### config.mk
export PLATFORM = sky130hd
export DESIGN_NAME = flowtbl_ram
export DESIGN_NICKNAME = d
export VERILOG_FILES = /design/src/rtl/flowtbl_pkg.sv /design/src/rtl/flowtbl_ram.sv
export SDC_FILE = /design/constraint.sdc
export NUM_CORES = 1
export LEC_CHECK = 0
export BUFFER_PORTS_ARGS = -buffer_cell sky130_fd_sc_hd__buf_4
export CAP_MARGIN = 20
export CORE_UTILIZATION = 40
export CTS_BUF_LIST = sky130_fd_sc_hd__clkbuf_4 sky130_fd_sc_hd__clkbuf_8
export DETAILED_ROUTE_END_ITERATION = 8
export GPL_TIMING_DRIVEN = 1
export PLACE_DENSITY = 0.56
export SLEW_MARGIN = 0
export SYNTH_ARGS = -nofsm -noshare
export SYNTH_HDL_FRONTEND = slang
export SYNTH_SLANG_ARGS = --single-unit
### constraint.sdc
create_clock -name clk -period 1.59 [get_ports clk]
set_input_delay 0.0795 -clock clk [delete_from_list [all_inputs] [get_ports clk]]
set_output_delay 0.0795 -clock clk [all_outputs]
set_load 0.02 [all_outputs]
### src/rtl/flowtbl_pkg.sv
// Shared constants, types and helpers for the IPv4 five-tuple flow table.
// No dependencies; every other file in rtl/ imports this package.
package flowtbl_pkg;

    localparam int DEF_MAX_FLOWS   = 1024;
    localparam int DEF_NUM_BUCKETS = 512;

    localparam int SIZE_W    = 16;
    localparam int HLEN_W    = 4;
    localparam int FRAG_W    = 13;
    localparam int ADDR_W    = 32;
    localparam int PROTO_W   = 8;
    localparam int PORT_W    = 16;
    localparam int STATUS_W  = 2;
    localparam int FLOW_ID_W = 10;
    localparam int BUCKET_W  = 9;
    localparam int SUM_W     = 32;

    localparam logic [SIZE_W-1:0]  MIN_IP_SIZE = 16'd20;
    localparam logic [FRAG_W-1:0]  FRAG_MASK   = 13'h1FFF;
    localparam logic [PROTO_W-1:0] PROTO_TCP   = 8'd6;
    localparam logic [PROTO_W-1:0] PROTO_UDP   = 8'd17;

    typedef enum logic [STATUS_W-1:0] {
        STATUS_EXISTING = 2'd0,
        STATUS_NEW      = 2'd1,
        STATUS_REJECTED = 2'd2,
        STATUS_FULL     = 2'd3
    } status_t;

    // canonical tuple: lower address side first
    typedef struct packed {
        logic [ADDR_W-1:0]  lo_addr;
        logic [ADDR_W-1:0]  hi_addr;
        logic [PORT_W-1:0]  lo_port;
        logic [PORT_W-1:0]  hi_port;
        logic [PROTO_W-1:0] proto;
    } tuple_t;

    function automatic int idx_width(input int depth);
        return (depth > 1) ? $clog2(depth) : 1;
    endfunction

endpackage

### src/rtl/flowtbl_ram.sv
// Generic single-write, single-read RAM with registered read data.
// Depends on flowtbl_pkg (idx_width).
module flowtbl_ram import flowtbl_pkg::*; #(
    parameter int WIDTH = 8,
    parameter int DEPTH = 16,
    localparam int AW   = idx_width(DEPTH)
) (
    input  logic             clk,
    input  logic             we,
    input  logic [AW-1:0]    waddr,
    input  logic [WIDTH-1:0] wdata,
    input  logic [AW-1:0]    raddr,
    output logic [WIDTH-1:0] rdata
);

    logic [WIDTH-1:0] mem_reg [DEPTH];
    logic [WIDTH-1:0] rdata_reg;

    always_ff @(posedge clk)
    begin
        if (we)
        begin
            mem_reg[waddr] <= wdata;
        end
        rdata_reg <= mem_reg[raddr];
    end

    assign rdata = rdata_reg;

endmodule

==> results by group <==
CTS
  – Clock insertion delay at the later pin of the skew report: 410 ps
  – Clk buf depth: 2
  – Number of buffers created by CTS: 17
  – CTS tree: yes
  – H-tree level count: 4
  – Clock sink total: 136
  – Clock transition at the registers of the reported paths: ~70 ps
  – Clk root buf: clkbuf_8

Cells and area
  – Filler cell count: 1033
  – N_diodes: 0
  – Layout net count: 316
  – Number of flip-flops under the largest register name: 128
  – Core utilization of the finished layout: 49.3%
  – Layout area overhead: 20.3%
  – Register cell area after layout: 4000 sq um
  – Area of the multi-input gates: 1060 sq um
  – Proportion of layout cells with a drive suffix above 1: 33.1%

Place
  – Setup slack at placement: between 100 and 150 ps
  – Routability-driven placement congestion ratio: 0.726
  – Count of input and output buffers: 25
  – Dpl hpwl: 6.47 mm

Drt
  – Vias after detailed routing: around 2.4k
  – Drt via density: 5.03
  – First-iteration detailed-routing DRC count: 181
  – Antenna Violating Nets Remaining: 0
  – Detailed-route wire length per cell: just over 20 um
  – Iteration count of the initial detailed-routing pass: 4
  – Detailed-route DRC error count: 0
  – Total length of routed wires: 9.76 mm

Floorplanning
  – Die width: 115 um
  – Vert. Die Dim: 115 um
  – Total die area: between 10000 and 15000 sq um
  – Core region area: approximately 13000 sq um
  – Number of placement rows: 41
  – Starting Density: 41.0%
  – Top Ports: 26

Power and ir drop
  – Sum of internal, switching and leakage power: between 0.007 and 0.008 W
  – Cell area power density: around 1200 nW/um^2
  – LEAKAGE: around 2.1 nW
  – IR Drop Worst-Case VDD: approximately 0.00045 V

Logic synthesis
  – Area fraction in compound gates after synthesis: 2.33%
  – Combined area of all synthesized cells: between 5000 and 6000 sq um
  – Cell with the most instances after synthesis: edfxtp_1
  – Number of library cell types mapped by synthesis: 19
  – Proportion of synthesized chip area in sequential cells: 77.8%
  – Largest family of logic cells by synthesized area: multiplexers
  – Fraction of the mapped netlist area in adder cells: 0%
  – Average footprint of a synthesized cell: 22.5 sq um
  – Proportion of synthesized area in mux cells: 15.0%
  – Synthesized-area fraction occupied by xor and xnor cells: 0%
  – Top cells by count, synth: edfxtp_1, mux4_2, a22oi_1
  – Simple-gate share of the synthesized area: 3.18%
  – Flop and latch count out of synthesis: 136
  – Post-synth ARST share: 0%
  – Largest area contributor in the synthesized netlist: edfxtp_1
  – Synthesis warning total: 0
  – Number of flops mapped to enable cells by yosys: 128
  – Nets in the synthesized netlist: about 250
  – Dominant cells by area after synthesis: edfxtp_1, mux4_2, mux4_1
  – Area share of the largest cell type after synthesis: 74.7%
  – Top flip-flop cell by instance count after synthesis: edfxtp_1
  – Post-synthesis cell count: 229

Timing
  – RSZ-0062 raised after global routing: no
  – Final count of pins violating max slew: 0
  – Final Cycle Share: 86.3%
  – Minimum period implied by the final worst setup slack: between 1000 and 1500 ps
  – Worst Skew: 5.62 ps
  – Setup TNS Final: 0 ps
  – Achievable Freq: 729 MHz
  – Number of failing setup endpoints in the final timing report: 0
  – Crit path setup slack, layout: 218 ps
  – Worst slew margin: between 50% and 60%
  – Final hold violation count: 0
  – Slew of the pin with the lowest slew margin: a little under 700 ps

Critical path
  – Critical path capture point type: flip-flop
  – Slowest stage cell, crit path: mux4_1
  – Cell chain of the critical path: mux4_1, a22oi_1, nand2_1
  – Top delay family on crit path: multiplexers
  – Data arrival time of the critical path: 1680 ps
  – Largest fanout of any net on the critical path: 1
  – Worst reg-to-reg setup slack: between 200 and 250 ps
  – Required time of the critical path: 1890 ps
  – Critical path class: flip-flop to flip-flop
  – Type of element launching the critical path: flip-flop
  – Number of buffers and inverters on the critical path: 0
  – Largest stage delay on the critical path: 500 ps

Global route
  – Pin count of the biggest net entering global routing: 17
  – First-pass GRT wire length: approximately 15 mm
  – Antenna violations before repair: 0
  – Vias in the first global route: ~2.5k
  – Overall routing resource usage: approximately 16%
  – Aggregate global routing overflow: 0

Min path
  – Type of the most critical hold path: input port to flip-flop

Status
  – Run status: finished, final reports clean

Job
  – Max-cap viol count: 0
worst paths after layout:
| path | startpoint | to | depth (start not counted) |
|---|---|---|---|
| worst max-delay path | mem_reg[1][3] | rdata[3] | 3 |
| worst min-delay path | raddr[1] | rdata[0] | 4 |
| worst max register to register | mem_reg[1][3] | rdata[3] | 3 |
| worst min register to register | mem_reg[15][3] | rdata[3] | 3 |
per-layer routing:
layer | GRT usage [%] | wire length, um | up-vias
met4 | 5.97 | 64 | 0
met1 | 22.8 | 4540 | 1255
met3 | 3.71 | 373 | 4
met2 | 24.7 | 4790 | 63
met5 | 0 | 0 | -
li1 | - | - | 1107
power breakdown:
part	internal, W	switching, W	total [W]
clock	0.00160	0.00126	0.00285
sequential	0.00400	0.0000251	0.00403
combinational	0.000214	0.000239	0.000453
total	0.00581	0.00152	0.00734
cells by family (layout without fill, tap and decap cells):
kind of cell	count (synthesis)	in the layout
DFF	136	136
buffers and inverters	10	92
AOI/OAI and AO/OA	16	16
and+or+nand+nor	35	35
muxes	32	32
placed cells by master (no fill, tap or decap):
master / instances
nand2b_1: 2
nand2_1: 9
buf_12: 3
and2b_1: 1
nor2b_1: 1
nand3b_1: 2
bufinv_16: 3
clkbuf_8: 18
nor2_1: 13
nor3_1: 4
mux4_1: 14
clkinvlp_4: 4
nand3_1: 1
buf_4: 49
or3b_2: 1
clkbuf_4: 1
dfxtp_1: 8
edfxtp_1: 128
dlygate4sd3_1: 8
and2_1: 1
a22oi_1: 16
clkinv_2: 5
mux4_2: 18
clkinv_4: 1
final cells by class:
cell class	count	area share, %
Clock buffer	19	4.12
Clock inverter	13	2.48
Sequential cell	136	64.6
Multi-Input combinational cell	83	17.1
Tap cell	172	3.47
Timing Repair Buffer	60	8.20
worst reg2reg max path: cells and delay by family, from the launching register on:
kind	cells	cell delay, ps
AND/OR/NAND/NOR	1	80
multiplexers	1	500
AO/OA/AOI/OAI	1	320
flip-flops	1	360
repair_timing:
| item | 4_1_cts | 5_1_grt |
|---|---|---|
| resized for setup | 0 | 0 |
| setup buffers | 0 | 0 |
| endpoints found under the hold margin | 128 | 0 |
| hold buffers | 8 | 0 |
per-stage QoR:
step,cell area (sq um),instances,hold WS [ps]
after CTS,6190,483,149
after global placement,5700,443,384
after floorplan,5150,229,178
after detailed placement,5700,443,398
final,6190,483,178
after global routing,6190,483,168
No activity file was read; power rests on OpenSTA's default activity.
