[config.mk]
export PLATFORM = sky130hd
export DESIGN_NAME = flowtbl_hash
export DESIGN_NICKNAME = d
export VERILOG_FILES = /design/src/rtl/flowtbl_pkg.sv /design/src/rtl/flowtbl_hash.sv
export SDC_FILE = /design/constraint.sdc
export NUM_CORES = 1
export LEC_CHECK = 0
export BUFFER_PORTS_ARGS = -buffer_cell sky130_fd_sc_hd__buf_2
export CAP_MARGIN = 5
export CELL_PAD_IN_SITES_DETAIL_PLACEMENT = 0
export CELL_PAD_IN_SITES_GLOBAL_PLACEMENT = 1
export CORE_ASPECT_RATIO = 0.6
export CORE_MARGIN = 5
export CORE_UTILIZATION = 40
export CTS_BUF_LIST = sky130_fd_sc_hd__clkbuf_2 sky130_fd_sc_hd__clkbuf_4 sky130_fd_sc_hd__clkbuf_8
export CTS_CLUSTER_SIZE = 30
export DETAILED_ROUTE_END_ITERATION = 10
export GPL_TIMING_DRIVEN = 0
export PLACE_DENSITY = 0.82
export REMOVE_ABC_BUFFERS = 1
export SYNTH_ARGS = -nofsm -noshare
export SYNTH_HDL_FRONTEND = slang
export SYNTH_SLANG_ARGS = --single-unit
[constraint.sdc]
create_clock -name clk -period 5.4 [get_ports clk]
set_clock_uncertainty 0.05 [all_clocks]
set_input_delay 1.08 -clock clk [delete_from_list [all_inputs] [get_ports clk]]
set_output_delay 1.08 -clock clk [all_outputs]
set_load 0.05 [all_outputs]
[src/rtl/flowtbl_pkg.sv]
// Shared constants, types and helpers for the IPv4 five-tuple flow table.
// No dependencies; every other file in rtl/ imports this package.
package flowtbl_pkg;

    localparam int DEF_MAX_FLOWS   = 1024;
    localparam int DEF_NUM_BUCKETS = 512;

    localparam int SIZE_W    = 16;
    localparam int HLEN_W    = 4;
    localparam int FRAG_W    = 13;
    localparam int ADDR_W    = 32;
    localparam int PROTO_W   = 8;
    localparam int PORT_W    = 16;
    localparam int STATUS_W  = 2;
    localparam int FLOW_ID_W = 10;
    localparam int BUCKET_W  = 9;
    localparam int SUM_W     = 32;

    localparam logic [SIZE_W-1:0]  MIN_IP_SIZE = 16'd20;
    localparam logic [FRAG_W-1:0]  FRAG_MASK   = 13'h1FFF;
    localparam logic [PROTO_W-1:0] PROTO_TCP   = 8'd6;
    localparam logic [PROTO_W-1:0] PROTO_UDP   = 8'd17;

    typedef enum logic [STATUS_W-1:0] {
        STATUS_EXISTING = 2'd0,
        STATUS_NEW      = 2'd1,
        STATUS_REJECTED = 2'd2,
        STATUS_FULL     = 2'd3
    } status_t;

    // canonical tuple: lower address side first
    typedef struct packed {
        logic [ADDR_W-1:0]  lo_addr;
        logic [ADDR_W-1:0]  hi_addr;
        logic [PORT_W-1:0]  lo_port;
        logic [PORT_W-1:0]  hi_port;
        logic [PROTO_W-1:0] proto;
    } tuple_t;

    function automatic int idx_width(input int depth);
        return (depth > 1) ? $clog2(depth) : 1;
    endfunction

endpackage

[src/rtl/flowtbl_hash.sv]
// Iterative tuple hash: 32-bit wrapping sum over one shared adder, then the
// remainder by NUM_BUCKETS through a reciprocal multiply on one shared
// multiplier and a single compare/subtract correction. Depends on flowtbl_pkg.
module flowtbl_hash import flowtbl_pkg::*; #(
    parameter int NUM_BUCKETS = DEF_NUM_BUCKETS,
    localparam int BW         = idx_width(NUM_BUCKETS)
) (
    input  logic          clk,
    input  logic          rst_n,
    input  logic          start,
    input  tuple_t        tuple,
    output logic          done,
    output logic [BW-1:0] bucket
);

    localparam int CNT_W  = 3;
    localparam int PROD_W = 2 * SUM_W;

    localparam logic [CNT_W-1:0] STEP_HI_ADDR = 3'd0;
    localparam logic [CNT_W-1:0] STEP_PROTO   = 3'd1;
    localparam logic [CNT_W-1:0] STEP_LO_PORT = 3'd2;
    localparam logic [CNT_W-1:0] STEP_HI_PORT = 3'd3;
    localparam logic [CNT_W-1:0] STEP_QUOT    = 3'd4;
    localparam logic [CNT_W-1:0] STEP_BACK    = 3'd5;
    localparam logic [CNT_W-1:0] STEP_SUB     = 3'd6;
    localparam logic [CNT_W-1:0] STEP_FIX     = 3'd7;

    localparam logic [SUM_W-1:0] DIVISOR = SUM_W'(NUM_BUCKETS);
    // floor(2^32 / NUM_BUCKETS); all ones for a single bucket.
    // The estimated quotient is then low by at most one.
    localparam logic [SUM_W-1:0] RECIP = (NUM_BUCKETS > 1)
        ? SUM_W'((64'd1 << SUM_W) / 64'(NUM_BUCKETS)) : {SUM_W{1'b1}};

    logic             busy_reg, busy_next;
    logic             done_reg, done_next;
    logic [CNT_W-1:0] cnt_reg, cnt_next;
    logic [SUM_W-1:0] acc_reg, acc_next;
    logic [SUM_W-1:0] quo_reg, quo_next;

    logic [SUM_W-1:0]  addend;
    logic              carry_in;
    logic [SUM_W-1:0]  sum;
    logic [SUM_W-1:0]  mul_a;
    logic [SUM_W-1:0]  mul_b;
    logic [PROD_W-1:0] prod;

    always_comb
    begin
        addend   = '0;
        carry_in = 1'b0;
        mul_a    = acc_reg;
        mul_b    = RECIP;
        case (cnt_reg)
            STEP_HI_ADDR: addend = tuple.hi_addr;
            STEP_PROTO:   addend = SUM_W'(tuple.proto);
            STEP_LO_PORT: addend = SUM_W'(tuple.lo_port);
            STEP_HI_PORT: addend = SUM_W'(tuple.hi_port);
            STEP_QUOT:
            begin
                mul_a = acc_reg;
                mul_b = RECIP;
            end
            STEP_BACK:
            begin
                mul_a = quo_reg;
                mul_b = DIVISOR;
            end
            STEP_SUB:
            begin
                addend   = ~quo_reg;
                carry_in = 1'b1;
            end
            default:
            begin
                addend   = ~DIVISOR;
                carry_in = 1'b1;
            end
        endcase
        sum  = acc_reg + addend + SUM_W'(carry_in);
        prod = PROD_W'(mul_a) * PROD_W'(mul_b);

        busy_next = busy_reg;
        done_next = 1'b0;
        cnt_next  = cnt_reg;
        acc_next  = acc_reg;
        quo_next  = quo_reg;

        if (start)
        begin
            busy_next = 1'b1;
            cnt_next  = '0;
            acc_next  = tuple.lo_addr;
        end
        else if (busy_reg)
        begin
            if (cnt_reg == STEP_QUOT)
            begin
                quo_next = prod[PROD_W-1:SUM_W];
            end
            else if (cnt_reg == STEP_BACK)
            begin
                quo_next = prod[SUM_W-1:0];
            end
            else if (cnt_reg == STEP_FIX)
            begin
                // remainder estimate is below twice the divisor
                if (acc_reg >= DIVISOR)
                begin
                    acc_next = sum;
                end
            end
            else
            begin
                acc_next = sum;
            end
            cnt_next = cnt_reg + 1'b1;
            if (cnt_reg == STEP_FIX)
            begin
                busy_next = 1'b0;
                done_next = 1'b1;
            end
        end
    end

    always_ff @(posedge clk or negedge rst_n)
    begin
        if (!rst_n)
        begin
            busy_reg <= 1'b0;
            done_reg <= 1'b0;
            cnt_reg  <= '0;
        end
        else
        begin
            busy_reg <= busy_next;
            done_reg <= done_next;
            cnt_reg  <= cnt_next;
        end
    end

    always_ff @(posedge clk)
    begin
        acc_reg <= acc_next;
        quo_reg <= quo_next;
    end

    assign done   = done_reg;
    assign bucket = acc_reg[BW-1:0];

endmodule

==> run metrics <==
area leader, netlist=edfxtp_1; synth warn=0; H-tree levels=3; drt drc=0; Tot GR Track Use=0.240; CTS tree=built; type of the tightest min-delay check=input port to asynchronous set/reset pin; Clock Path Buffers=2; 1st-pass router iterations=5; die area=0.0216 mm2; Worst Path Class, Setup=register to register; highest cell delay on the worst timing path=0.47 ns; Setup crit end kind=register; gpl congestion=0.966; Critical-path top delay cell=fa_1; largest cells by area after synthesis=edfxtp_1 26%, ha_1 18%, nand2_1 6.0%; Worst Setup Start Kind=register; fin nets=1160; Buffers on Ports=116; vias in the first global route=6684; synthesized area=0.00748 mm2; WP depth=18; relative max-transition margin=0.203; clock latency on the worst-skew pair=0.38 ns; ys flop type=edfxtp_1; Final Setup Violations=0; top-area cell type share of the netlist area=0.257; TritonCTS buffer count=9; initial antenna violation count=1; RSZ-0062 raised after global routing=no; largest family of logic cells by synthesized area=compound AO/OA/AOI/OAI gates; num ports=117; Post-Syn Instances=858; Hold Vio Cnt, Final=0; worst path bufs/invs=4; top-count cell post-synth=nand2_1; core area=0.0182 mm2; Most Crowded Layer GR=met1; post-synthesis compound-gate area fraction=0.230; hold_buf cts=0; Unique masters post-synth=75; final wirelength=26.3 mm; Chip Height=116 um; worst-path fanout max=26; FF-to-FF path depth=18; XOR/XNOR share of the synthesized area=0.0609; layout cell share with drive strength beyond 1=0.194; hpwl dp=20.8 mm; most used cell, CP=fa_1; VDD IR-drop max=307 uV; Area growth, synth to finish=14.4%; clock sink count=69; Critical Path, Cell by Cell=buf_16 > buf_8 > clkinvlp_4 > ha_4 > nor4_4 > buf_6 > a21oi_1 > o211ai_1 > fa_1 > fa_1 > a21o_1 > a31oi_1 > nor3_1 > o211ai_2 > nand3b_1 > a41oi_1 > xor2_1 > o21ai_1; Routed Antenna Nets=0; DRT iter0 DRCs=721; Worst Path Arrival=5.17 ns; Cell Pwr Density=526 mW/mm2; max cap viols=0; M3 GR Usage=0.0885; Ant. Diodes=0; Die Wd=187 um; first-pass GRT wire length=39.9 mm; period utilization=0.950; clock root cell=clkbuf_8; met1 usage=0.366; syn_area_per_cell=8.72 um2; EDFF count, synth=64; fin. max-slew vios=0; initial core utilization=0.411; wire per inst=22.1 um; pin count of the biggest net entering global routing=68; fraction of registers with async set/reset=0.0725; Final Core Density=0.470; worst-margin pin slew=1.19 ns; Avg Vias per Cell=5.99; Synth top cells by count=120 x nand2_1, 107 x ha_1, 64 x edfxtp_1; status=completed; post-synthesis register bit count=69; GR Util met2=0.317; Simple-Gate Fraction of Synth Area=0.201; Via Count=7112; Period minus WS final=5.13 ns; hold slack=0.461 ns; Crit path required time=5.44 ns; critical path's top delay family=compound AO/OA/AOI/OAI gates; clk slew on worst S/H paths=0.09 ns; multiplexer share of the synthesized area=0.00585; fmax=195 MHz; Static Leakage=3.86 nW; global route overflow=0; Post-Synth Adder-Cell Area=0.187; Cell Rows=38; Seq/Total Area, Yosys=0.274
-- metrics by stage --
| stage | instances | TNS (ns) | cell area (um2) | worst slack (ns) | total power, mW |
|---|---|---|---|---|---|
| after global placement | 1166 | -54.12 | 8140 | -1.45 | 3.83 |
| final | 1188 | 0 | 8560 | 0.272 | 4.51 |
| after CTS | 1187 | 0 | 8530 | 0.124 | 4.42 |
| after floorplan | 810 | 0 | 7260 | 0.505 | 3.05 |
| after global routing | 1188 | 0 | 8560 | 0.0732 | 4.83 |
| after detailed placement | 1171 | -19.23 | 8260 | -1.21 | 3.86 |
-- cells by family (layout without fill, tap and decap cells) --
family / Yosys count / in the layout
flops: 69 / 69
buf+inv: 70 / 155
xor+xnor: 52 / 52
mux: 4 / 4
simple gates: 301 / 301
compound gates: 251 / 251
other cells: 1 / 6
fa+ha+maj: 110 / 110
-- cell usage in the layout, fill, tap and decap left out, types with 4 or more instances in the layout --
cell,netlist,layout
xor2_1,27,27
nand2_1,120,119
a21o_1,24,24
xnor2_1,25,25
o21bai_1,8,8
a222oi_1,12,12
nor2_1,48,48
nand3_1,16,16
conb_1,1,6
nand3b_1,9,9
and2_1,33,33
nand2b_1,4,4
nor3_1,6,6
o21ai_1,11,11
and4_1,4,4
o211ai_1,30,30
a31oi_1,7,7
ha_1,107,104
edfxtp_1,64,64
a22oi_1,5,5
and3_1,15,15
nor4_1,7,7
a21oi_2,4,4
inv_1,16,15
nand4_1,9,9
nor2b_1,6,5
or2_2,11,11
dfrtp_1,5,5
buf_2,2,116
a21oi_1,55,54
clkbuf_8,0,9
a211oi_1,7,7
o21ai_0,53,53
-- worst paths after layout --
check	startpoint	end	slack [ns]
max reg2reg	cnt_reg[2]	acc_reg[28]	0.27
max	cnt_reg[2]	acc_reg[28]	0.27
max in group asynchronous	rst_n	busy_reg	4.71
min reg2reg	quo_reg[0]	quo_reg[9]	0.56
min	rst_n	cnt_reg[0]	0.46
min in group clk	quo_reg[0]	quo_reg[9]	0.56
-- cell type report --
type                       instances  area (um2)
tap                              240         300
timing repair buffer             122         697
clock inverter                     5        98.8
multi-input combinational        724        5210
inverter                          17        67.6
clock buffer                      11         139
sequential                        69        2050
fill                            1791        9650
-- routing by layer --
layer	part of all wire	vias to the layer above	wire, um
li1	-	3355	-
met1	0.48	3322	12700
met2	0.37	403	9810
met3	0.13	27	3360
met4	0.012	5	307
met5	0.0049	-	128
-- power by group --
part / internal [mW] / switching [mW]
Combinational: 1.14 / 1.77
Sequential: 0.804 / 0.245
Clock: 0.316 / 0.235
-- repair_timing --
| action | CTS | global route |
|---|---|---|
| setup buffers | 0 | 1 |
| cloned | 0 | 0 |
| gates resized for setup | 6 | 4 |
| pin swaps | 0 | 1 |
| hold endpoints to repair | 0 | 0 |
| endpoints found under the setup margin | 36 | 10 |
Note: power is estimated with default switching activity, not from simulation.
